`config.mk`:
```
export PLATFORM = sky130hd
export DESIGN_NAME = mandelbrot_escape_time_flat
export DESIGN_NICKNAME = d
export VERILOG_FILES = /design/src/sv/mbe_pkg.sv /design/src/sv/mbe_ifs.sv /design/src/sv/mbe_div.sv /design/src/sv/mbe_mul.sv /design/src/sv/mandelbrot_escape_time.sv /design/src/flat_wrapper.sv
export SDC_FILE = /design/constraint.sdc
export NUM_CORES = 2
export LEC_CHECK = 0
export BUFFER_PORTS_ARGS = -buffer_cell sky130_fd_sc_hd__buf_2
export CORE_MARGIN = 1
export CORE_UTILIZATION = 65
export DETAILED_ROUTE_END_ITERATION = 6
export MAX_ROUTING_LAYER = met4
export PLACE_DENSITY_LB_ADDON = 0.2
export SETUP_SLACK_MARGIN = 0.05
export SYNTH_ARGS = -nofsm -noshare
export SYNTH_HDL_FRONTEND = slang
export SYNTH_SLANG_ARGS = --single-unit
export TNS_END_PERCENT = 20
```
`constraint.sdc`:
```
create_clock -name clk -period 26.4 [get_ports clk]
set_input_delay 1.32 -clock clk [delete_from_list [all_inputs] [get_ports clk]]
set_output_delay 1.32 -clock clk [all_outputs]
set_load 0.01 [all_outputs]
```
`src/sv/mbe_pkg.sv`:
```
// Shared types, constants and helper functions for the escape-time engine.
// No dependencies; every other file imports this package.
package mbe_pkg;

    // Field widths
    localparam int COL_W       = 13;
    localparam int IDX_W       = 26;
    localparam int COUNT_W     = 8;
    localparam int WIDTH_REG_W = 14;
    localparam int ITER_REG_W  = 9;
    localparam int DATA_W      = 14;

    // Fixed point: Q4.28 coordinates, Q8.56 products
    localparam int Q_W    = 32;
    localparam int PROD_W = 64;
    localparam int FRAC   = 28;

    // Mapping numerators: col * (13 << 26) and row * (5 << 27)
    localparam int NUM_W     = 43;
    localparam int RE_MULT   = 13;
    localparam int RE_SHIFT  = 26;
    localparam int IM_MULT   = 5;
    localparam int IM_SHIFT  = 27;
    localparam int DIV_CNT_W = $clog2(NUM_W);

    // Width of intermediate sums ahead of saturation
    localparam int SAT_W = NUM_W + 1;

    localparam logic signed [Q_W-1:0] RE_OFFSET = 32'sd536870912;
    localparam logic signed [Q_W-1:0] IM_OFFSET = 32'sd335544320;
    localparam logic [PROD_W-1:0]     ESCAPE_SQ = 64'h0400_0000_0000_0000;

    localparam logic [WIDTH_REG_W-1:0] WIDTH_RESET = 14'd1024;
    localparam logic [ITER_REG_W-1:0]  ITER_RESET  = 9'd256;

    typedef enum logic [0:0] {
        REG_IMAGE_WIDTH = 1'b0,
        REG_ITER_CAP    = 1'b1
    } reg_index_t;

    typedef enum logic [2:0] {
        ST_IDLE,
        ST_DIV_RE,
        ST_DIV_IM,
        ST_SQ_X,
        ST_SQ_Y,
        ST_CROSS,
        ST_UPDATE,
        ST_DONE
    } mbe_state_t;

    // Clamp to the Q4.28 range: in range when all bits above bit 31 match the sign
    function automatic logic signed [Q_W-1:0] sat_q(input logic signed [SAT_W-1:0] v);
        logic signed [Q_W-1:0] r;
        if (&v[SAT_W-1:Q_W-1] || ~|v[SAT_W-1:Q_W-1])
            r = v[Q_W-1:0];
        else if (v[SAT_W-1])
            r = {1'b1, {(Q_W-1){1'b0}}};
        else
            r = {1'b0, {(Q_W-1){1'b1}}};
        return r;
    endfunction

    function automatic logic [NUM_W-1:0] re_numer(input logic [COL_W-1:0] col);
        return (NUM_W'(col) * NUM_W'(RE_MULT)) << RE_SHIFT;
    endfunction

    function automatic logic [NUM_W-1:0] im_numer(input logic [COL_W-1:0] row);
        return (NUM_W'(row) * NUM_W'(IM_MULT)) << IM_SHIFT;
    endfunction

endpackage

```
`src/sv/mbe_ifs.sv`:
```
// Valid/ready channel interfaces for pixel items and result items.
// Depends on mbe_pkg for the field widths.
interface mbe_pix_if;
    import mbe_pkg::*;
    logic             valid;
    logic             ready;
    logic [COL_W-1:0] pixel_col;
    logic [COL_W-1:0] pixel_row;
    modport source (output valid, output pixel_col, output pixel_row, input ready);
    modport sink   (input valid, input pixel_col, input pixel_row, output ready);
endinterface

interface mbe_res_if;
    import mbe_pkg::*;
    logic               valid;
    logic               ready;
    logic [IDX_W-1:0]   pixel_index;
    logic [COUNT_W-1:0] escape_count;
    modport source (output valid, output pixel_index, output escape_count, input ready);
    modport sink   (input valid, input pixel_index, input escape_count, output ready);
endinterface

```
`src/sv/mbe_div.sv`:
```
// Restoring divider, one quotient bit per cycle, for the coordinate mapping.
// Depends on mbe_pkg for the numerator width.
module mbe_div #(
    parameter int DEN_W = 14
) (
    input  logic                     clk,
    input  logic                     rst_n,
    input  logic                     start,
    input  logic [mbe_pkg::NUM_W-1:0] num,
    input  logic [DEN_W-1:0]         den,
    output logic                     done,
    output logic [mbe_pkg::NUM_W-1:0] quo
);
    import mbe_pkg::*;

    logic                 busy_reg;
    logic                 done_reg;
    logic [DIV_CNT_W-1:0] cnt_reg;
    logic [NUM_W-1:0]     num_reg;
    logic [DEN_W-1:0]     rem_reg;
    logic [DEN_W-1:0]     den_reg;

    logic [DEN_W:0]       trial;
    logic                 qbit;
    logic [DEN_W:0]       diff;

    always_comb
    begin
        trial = {rem_reg, num_reg[NUM_W-1]};
        qbit  = (trial >= {1'b0, den_reg});
        diff  = trial - {1'b0, den_reg};
    end

    always_ff @(posedge clk or negedge rst_n)
    begin
        if (!rst_n)
        begin
            busy_reg <= 1'b0;
            done_reg <= 1'b0;
            cnt_reg  <= '0;
            num_reg  <= '0;
            rem_reg  <= '0;
            den_reg  <= '0;
        end
        else if (start)
        begin
            busy_reg <= 1'b1;
            done_reg <= 1'b0;
            cnt_reg  <= '0;
            num_reg  <= num;
            rem_reg  <= '0;
            den_reg  <= den;
        end
        else if (busy_reg)
        begin
            // Shift the numerator out at the top, the quotient in at the bottom
            num_reg <= {num_reg[NUM_W-2:0], qbit};
            rem_reg <= qbit ? diff[DEN_W-1:0] : trial[DEN_W-1:0];
            cnt_reg <= cnt_reg + 1'b1;
            if (cnt_reg == DIV_CNT_W'(NUM_W - 1))
            begin
                busy_reg <= 1'b0;
                done_reg <= 1'b1;
            end
        end
        else
        begin
            done_reg <= 1'b0;
        end
    end

    assign done = done_reg;
    assign quo  = num_reg;

endmodule

```
`src/sv/mbe_mul.sv`:
```
// Shared signed 32x32 multiplier with a registered 64-bit product.
// Depends on mbe_pkg for the operand and product widths.
module mbe_mul (
    input  logic                             clk,
    input  logic signed [mbe_pkg::Q_W-1:0]    a,
    input  logic signed [mbe_pkg::Q_W-1:0]    b,
    output logic signed [mbe_pkg::PROD_W-1:0] prod
);
    import mbe_pkg::*;

    logic signed [PROD_W-1:0] prod_reg;

    always_ff @(posedge clk)
    begin
        prod_reg <= PROD_W'(a) * PROD_W'(b);
    end

    assign prod = prod_reg;

endmodule

```
`src/sv/mandelbrot_escape_time.sv`:
```
// Escape-time engine: one pixel item in, one result item out, on one shared multiplier.
// Steps are two coordinate divisions (43 quotient bits each), then per iteration the
// states ST_SQ_X, ST_SQ_Y, ST_CROSS and ST_UPDATE until the limit n is reached or
// the point escapes; ST_DONE then loads the output register.
// One item is worked on at a time; the next item is taken while a result waits.
// Reset (rst_n, async, active low): image_width = 1024, iteration cap = 256, idle.
module mandelbrot_escape_time #(
    parameter int MAX_DIM    = 8192,
    parameter int ITER_LIMIT = 256
) (
    input  logic                        clk,
    input  logic                        rst_n,
    mbe_pix_if.sink                     pix,
    mbe_res_if.source                   res,
    input  logic                        wr_en,
    input  mbe_pkg::reg_index_t         wr_index,
    input  logic [mbe_pkg::DATA_W-1:0]  wr_data
);
    import mbe_pkg::*;

    localparam int DIM_W = $clog2(MAX_DIM + 1);

    // Configuration
    logic [WIDTH_REG_W-1:0] image_width_reg;
    logic [ITER_REG_W-1:0]  iter_cap_reg;

    // Sequencer and datapath
    mbe_state_t              state_reg, state_next;
    logic [COL_W-1:0]        col_reg;
    logic [COL_W-1:0]        row_reg;
    logic [DIM_W-1:0]        w_reg;
    logic [ITER_REG_W-1:0]   lim_reg;
    logic [ITER_REG_W-1:0]   it_reg;
    logic [IDX_W-1:0]        idx_reg;
    logic signed [Q_W-1:0]   c_re_reg;
    logic signed [Q_W-1:0]   c_im_reg;
    logic signed [Q_W-1:0]   x_reg;
    logic signed [Q_W-1:0]   y_reg;
    logic signed [PROD_W-1:0] xx_reg;
    logic signed [PROD_W-1:0] diff_reg;

    // Output register
    logic                    res_valid_reg;
    logic [IDX_W-1:0]        res_index_reg;
    logic [COUNT_W-1:0]      res_count_reg;

    logic [DIM_W-1:0]        w_eff;
    logic [ITER_REG_W-1:0]   lim_eff;
    logic                    div_start;
    logic [NUM_W-1:0]        div_num;
    logic                    div_done;
    logic [NUM_W-1:0]        div_quo;
    logic signed [Q_W-1:0]   mul_a;
    logic signed [Q_W-1:0]   mul_b;
    logic signed [PROD_W-1:0] prod;
    logic                    escaped;
    logic signed [SAT_W-1:0] re_sum;
    logic signed [SAT_W-1:0] im_sum;
    logic signed [SAT_W-1:0] q_ext;
    logic [ITER_REG_W-1:0]   it_inc;
    logic                    load_res;

    always_ff @(posedge clk or negedge rst_n)
    begin
        if (!rst_n)
        begin
            image_width_reg <= WIDTH_RESET;
            iter_cap_reg    <= ITER_RESET;
        end
        else if (wr_en)
        begin
            unique case (wr_index)
                REG_IMAGE_WIDTH: image_width_reg <= wr_data[WIDTH_REG_W-1:0];
                REG_ITER_CAP:    iter_cap_reg    <= ITER_REG_W'(wr_data);
                default:         ;
            endcase
        end
    end

    // Width of zero counts as one; clamp width and limit to their maxima
    always_comb
    begin
        if (32'(image_width_reg) > MAX_DIM)
            w_eff = DIM_W'(MAX_DIM);
        else if (image_width_reg == '0)
            w_eff = DIM_W'(1);
        else
            w_eff = DIM_W'(image_width_reg);

        if (32'(iter_cap_reg) > ITER_LIMIT)
            lim_eff = ITER_REG_W'(ITER_LIMIT);
        else
            lim_eff = iter_cap_reg;
    end

    mbe_div #(
        .DEN_W (DIM_W)
    ) u_div (
        .clk   (clk),
        .rst_n (rst_n),
        .start (div_start),
        .num   (div_num),
        .den   (state_reg == ST_IDLE ? w_eff : w_reg),
        .done  (div_done),
        .quo   (div_quo)
    );

    mbe_mul u_mul (
        .clk  (clk),
        .a    (mul_a),
        .b    (mul_b),
        .prod (prod)
    );

    always_comb
    begin
        q_ext   = $signed({1'b0, div_quo});
        escaped = ($unsigned(xx_reg) + $unsigned(prod)) > ESCAPE_SQ;
        re_sum  = SAT_W'(diff_reg >>> FRAC) + SAT_W'(c_re_reg);
        im_sum  = SAT_W'(prod >>> (FRAC - 1)) + SAT_W'(c_im_reg);
        it_inc  = it_reg + 1'b1;
        load_res = (state_reg == ST_DONE) && (!res_valid_reg || res.ready);
    end

    always_ff @(posedge clk or negedge rst_n)
    begin
        if (!rst_n)
            state_reg <= ST_IDLE;
        else
            state_reg <= state_next;
    end

    always_comb
    begin
        state_next = state_reg;
        div_start  = 1'b0;
        div_num    = im_numer(row_reg);
        // Row times width runs while the divider is busy
        mul_a      = $signed(Q_W'(row_reg));
        mul_b      = $signed(Q_W'(w_reg));

        unique case (state_reg)
            ST_IDLE:
            begin
                div_num = re_numer(pix.pixel_col);
                if (pix.valid)
                begin
                    div_start  = 1'b1;
                    state_next = ST_DIV_RE;
                end
            end
            ST_DIV_RE:
            begin
                if (div_done)
                begin
                    div_start  = 1'b1;
                    state_next = ST_DIV_IM;
                end
            end
            ST_DIV_IM:
            begin
                if (div_done)
                    state_next = (lim_reg == '0) ? ST_DONE : ST_SQ_X;
            end
            ST_SQ_X:
            begin
                mul_a      = x_reg;
                mul_b      = x_reg;
                state_next = ST_SQ_Y;
            end
            ST_SQ_Y:
            begin
                mul_a      = y_reg;
                mul_b      = y_reg;
                state_next = ST_CROSS;
            end
            ST_CROSS:
            begin
                mul_a      = x_reg;
                mul_b      = y_reg;
                state_next = escaped ? ST_DONE : ST_UPDATE;
            end
            ST_UPDATE:
            begin
                state_next = (it_inc == lim_reg) ? ST_DONE : ST_SQ_X;
            end
            ST_DONE:
            begin
                if (load_res)
                    state_next = ST_IDLE;
            end
            default:
            begin
                state_next = ST_IDLE;
            end
        endcase
    end

    always_ff @(posedge clk)
    begin
        unique case (state_reg)
            ST_IDLE:
            begin
                if (pix.valid)
                begin
                    col_reg <= pix.pixel_col;
                    row_reg <= pix.pixel_row;
                    w_reg   <= w_eff;
                    lim_reg <= lim_eff;
                    it_reg  <= '0;
                    x_reg   <= '0;
                    y_reg   <= '0;
                end
            end
            ST_DIV_RE:
            begin
                if (div_done)
                    c_re_reg <= sat_q(q_ext - SAT_W'(RE_OFFSET));
            end
            ST_DIV_IM:
            begin
                idx_reg <= prod[IDX_W-1:0] + IDX_W'(col_reg);
                if (div_done)
                    c_im_reg <= sat_q(q_ext - SAT_W'(IM_OFFSET));
            end
            ST_SQ_X:
            begin
            end
            ST_SQ_Y:
            begin
                xx_reg <= prod;
            end
            ST_CROSS:
            begin
                diff_reg <= xx_reg - prod;
            end
            ST_UPDATE:
            begin
                x_reg  <= sat_q(re_sum);
                y_reg  <= sat_q(im_sum);
                it_reg <= it_inc;
            end
            ST_DONE:
            begin
            end
            default:
            begin
            end
        endcase
    end

    // Output stage: hold the result until taken
    always_ff @(posedge clk or negedge rst_n)
    begin
        if (!rst_n)
            res_valid_reg <= 1'b0;
        else if (load_res)
            res_valid_reg <= 1'b1;
        else if (res.ready)
            res_valid_reg <= 1'b0;
    end

    always_ff @(posedge clk)
    begin
        if (load_res)
        begin
            res_index_reg <= idx_reg;
            res_count_reg <= (it_reg == lim_reg) ? '0 : it_reg[COUNT_W-1:0];
        end
    end

    assign pix.ready        = (state_reg == ST_IDLE);
    assign res.valid        = res_valid_reg;
    assign res.pixel_index  = res_index_reg;
    assign res.escape_count = res_count_reg;

endmodule
```
`src/flat_wrapper.sv`:
```
// flat-port wrapper written by rule: the top's interface ports become plain ports
module mandelbrot_escape_time_flat import mbe_pkg::*;
#(
    parameter int MAX_DIM    = 8192,
    parameter int ITER_LIMIT = 256
)
  (clk, rst_n, wr_en, wr_index, wr_data, pix_valid, pix_pixel_col, pix_pixel_row, pix_ready, res_valid, res_pixel_index, res_escape_count, res_ready);
  mbe_pix_if pix_i ();
  mbe_res_if res_i ();
  input  logic clk;
  input  logic rst_n;
  input  logic wr_en;
  input  mbe_pkg::reg_index_t wr_index;
  input  logic [mbe_pkg::DATA_W-1:0] wr_data;
  input wire logic [$bits(pix_i.valid)-1:0] pix_valid;
  input wire logic [$bits(pix_i.pixel_col)-1:0] pix_pixel_col;
  input wire logic [$bits(pix_i.pixel_row)-1:0] pix_pixel_row;
  output wire logic [$bits(pix_i.ready)-1:0] pix_ready;
  output wire logic [$bits(res_i.valid)-1:0] res_valid;
  output wire logic [$bits(res_i.pixel_index)-1:0] res_pixel_index;
  output wire logic [$bits(res_i.escape_count)-1:0] res_escape_count;
  input wire logic [$bits(res_i.ready)-1:0] res_ready;
  assign pix_i.valid = pix_valid;
  assign pix_i.pixel_col = pix_pixel_col;
  assign pix_i.pixel_row = pix_pixel_row;
  assign pix_ready = pix_i.ready;
  assign res_valid = res_i.valid;
  assign res_pixel_index = res_i.pixel_index;
  assign res_escape_count = res_i.escape_count;
  assign res_i.ready = res_ready;
  mandelbrot_escape_time #(.MAX_DIM(MAX_DIM), .ITER_LIMIT(ITER_LIMIT)) u_core (.clk(clk), .rst_n(rst_n), .pix(pix_i), .res(res_i), .wr_en(wr_en), .wr_index(wr_index), .wr_data(wr_data));
endmodule
```
==> results by group <==
Outcome
  • Outcome: complete, but fails checks
  • Violated checks: DRC

Yosys
  • Asr flop ratio synth: 20.54%
  • Area leader, netlist: fa_1
  • Synth Area per Inst: between 9 and 10 um^2
  • Mapped Cells: 7459
  • Xor and xnor area share after synthesis: 3.120%
  • Compound-Gate Fraction of Synth Area: 12.37%
  • Top_reg_cell synth: edfxtp_1
  • Post-synth EDFFs: 346
  • Mapped Area: 69610 um^2
  • Multiplexer area fraction after synthesis: 1.477%
  • Synth top area share: between 30% and 40%
  • Top post-synthesis cells by area: fa_1 (32%), edfxtp_1 (15%), ha_1 (8.4%)
  • Synth warn: 0
  • Seq/Total Area, Yosys: 20.58%
  • #FFs+latches synth: approximately 520
  • Area share of fa/ha/maj cells after synthesis: 39.98%
  • Yosys cell types: 121
  • Synthesized Nets: 9070
  • Simple-Gate Fraction of Synth Area: 13.40%
  • Synth cell count leaders: inv_1 (1309), fa_1 (1098), nor2_1 (808), nand2_1 (776), ha_1 (467)
  • Top-count cell post-synth: inv_1
  • Largest family of logic cells by synthesized area: adder cells

Detailed routing
  • Drt first pass iters: 7
  • Drt initial violations: roughly 6.4k
  • Residual DRC count: 4
  • Drt wl/cell: 25.76 um
  • Via density per instance: 6.292
  • Routed Antenna Nets: 0
  • Routed vias: 55.72k
  • Final wirelength: 228100 um

Global routing
  • GRT Util Overall: 44.17%
  • Largest net degree at the start of global routing: 73
  • First-pass GRT wire length: ~340000 um
  • Overflow after GRT: 0
  • Initial antenna violation count: 15
  • Vias in the first global route: 56.91k

Placed design
  • Dpl cells: 8724
  • Place WS: 15.15 ns
  • Detailed placement HPWL: 182600 um
  • GP Congestion: between 1 and 1.5
  • PortBufs: 81

STA
  • Final Critical Period: 11.65 ns
  • Final setup violation count: 0
  • Fmax: 85.86 MHz
  • Final Max Tran Viols: 0
  • Rel. slew slack: 9.465%
  • TNS Setup: 0 ns
  • Worst Setup Slack, final: 14.75 ns
  • Max Clock Skew: roughly 0.035 ns
  • Slew @ Worst Pin: between 1 and 1.5 ns
  • Final Hold Viols: 0
  • RSZ-0062 raised after global routing: no
  • Final worst path period share: between 40 and 50%

Worst setup path
  • CP most frequent cell: fa_1
  • R2r endpoint: u_core.u_mul.prod[63]$_DFF_P_
  • FF-to-FF Start: u_core.state_reg[1]$_DFFE_PN0P_
  • Setup crit end kind: flip-flop
  • WP data arrival: 12.23 ns
  • Flop-to-flop setup slack: 14.75 ns
  • Critical path class: flip-flop to flip-flop
  • WP data required: 26.98 ns
  • Worst setup SP type: flip-flop
  • Crit Path Max Fanout: 64
  • Largest stage delay on the critical path: 1.08 ns
  • R2r worst-path depth: 30
  • Worst path slowest cell: dfrtp_1

Clock tree
  • CTS tree: done
  • CTS Hold Bufs: 0
  • Clock tree buffer depth: 3
  • Post-CTS setup buffers: 0
  • PostCTS Resize Cnt: 0
  • Clock Sink Count: between 500 and 600
  • Worst-Skew Late Latency: 0.66 ns
  • H-tree levels: 2
  • Reg clk slew, reported paths: about 0.07 ns
  • Inserted Clock Buffers: 53
  • Clk root buf: clkbuf_16

Die
  • I/O pins: between 80 and 90
  • Die Ht: between 300 and 400 um
  • Number of cell rows: 119
  • Core Box Area: 105700 um^2
  • DIE AREA: approximately 110000 um^2
  • Die Wd: 329.3 um
  • Initial Utilization: 65.85%

Worst hold path
  • Hold Crit Class: flip-flop to flip-flop
  • Hold depth: 0
  • Hold Crit Start: u_core.idx_reg[9]$_DFFE_PP_
  • Hold Path End: u_core.res.pixel_index[9]$_DFFE_PP_

Layout
  • Final net count: 8999
  • Final Instance Count excl. Fillers: a little under 9k
  • Fillcell total: a little over 8k
  • Layout Area Growth over Synthesis: 5.352%
  • Share of cells above drive strength 1: 5.611%

Flow run
  • Max Cap Viol: 0
-- final cells by class --
cell class	count	area [um^2]	share of cell area, %
clock buffers	66	1426	1.945
diodes	32	80.08	0.1092
inverters	1312	4925	6.715
clock inverters	33	454.2	0.6193
well taps	1391	1740	2.373
multi-input cells	5304	49080	66.92
flip-flops and latches	516	14330	19.54
repair buffers	201	1309	1.785
-- worst max-delay path by stage --
stage,to,startpoint,depth (start not counted)
after floorplan,u_core.u_mul.prod[62]$_DFF_P_,u_core.state_reg[2]$_DFFE_PN0P_,33
after global placement,u_core.u_mul.prod[61]$_DFF_P_,u_core.state_reg[1]$_DFFE_PN0P_,30
after detailed placement,u_core.u_mul.prod[61]$_DFF_P_,u_core.state_reg[1]$_DFFE_PN0P_,30
after CTS,u_core.u_mul.prod[63]$_DFF_P_,u_core.state_reg[1]$_DFFE_PN0P_,30
after global routing,u_core.u_mul.prod[61]$_DFF_P_,u_core.state_reg[1]$_DFFE_PN0P_,30
final,u_core.u_mul.prod[63]$_DFF_P_,u_core.state_reg[1]$_DFFE_PN0P_,30
-- cells in the final DEF, fill, tap and decap left out, types with 21 or more instances in the layout --
master,netlist,routed
o21ai_0,203,201
o31ai_1,28,28
mux2_2,22,22
xor2_1,87,87
nand3_1,64,64
fa_1,1098,1098
buf_4,5,121
inv_1,1309,1308
o211ai_1,31,31
a21boi_0,22,22
o21bai_1,49,49
nor2b_1,86,85
nor3_1,79,78
nand4_1,41,41
nand2_1,776,775
and3_1,21,21
edfxtp_1,346,346
ha_1,467,467
xnor2_1,161,161
o22ai_1,26,26
a21oi_1,300,294
dfrtp_1,104,103
a22o_1,46,46
diode_2,0,32
o21a_1,88,88
nor4_1,51,51
a21o_1,102,102
nand2b_1,46,45
o21ai_1,48,50
a22oi_1,65,63
dfxtp_1,64,64
mux2i_1,78,78
clkbuf_16,0,54
a31oi_1,45,44
buf_2,32,80
and2_1,37,36
a211oi_1,40,40
nor2_1,808,804
-- worst max-delay path, delay by kind of cell (launching register included) --
family / cells / cell delay (ns)
compound gates: 11 / 4.30
xor+xnor: 2 / 0.35
fa+ha+maj: 9 / 4.38
buf+inv: 5 / 0.97
flops: 1 / 1.08
simple gates: 3 / 0.44
-- per-layer routing --
| layer | wire length (um) | track usage (%) | vias to the layer above |
|---|---|---|---|
| met5 | 0 | - | - |
| met4 | 12610 | 20.91 | 0 |
| met3 | 30950 | 14.21 | 754 |
| met2 | 99040 | 63.37 | 3307 |
| met1 | 85530 | 56.78 | 27600 |
| li1 | - | - | 24054 |
-- metrics by stage --
stage	hold slack (ns)	instance area (um^2)	util [%]
2_1_floorplan	0.4003	69610	-
3_3_place_gp	0.4023	71380	67.52
3_5_place_dp	0.4054	71380	67.52
4_1_cts	0.4196	73260	69.30
5_1_grt	0.4206	73330	69.36
6_report	0.4179	73340	69.38
-- cells by family after synthesis --
kind of cell,Yosys count
simple gates,2113
buf+inv,1639
fa+ha+maj,1566
compound gates,1277
flops,516
xor+xnor,248
mux,100
Power is left out: the tool's default activity adds up to more than one toggle a clock period on the data nets, which glitch-free logic cannot reach.
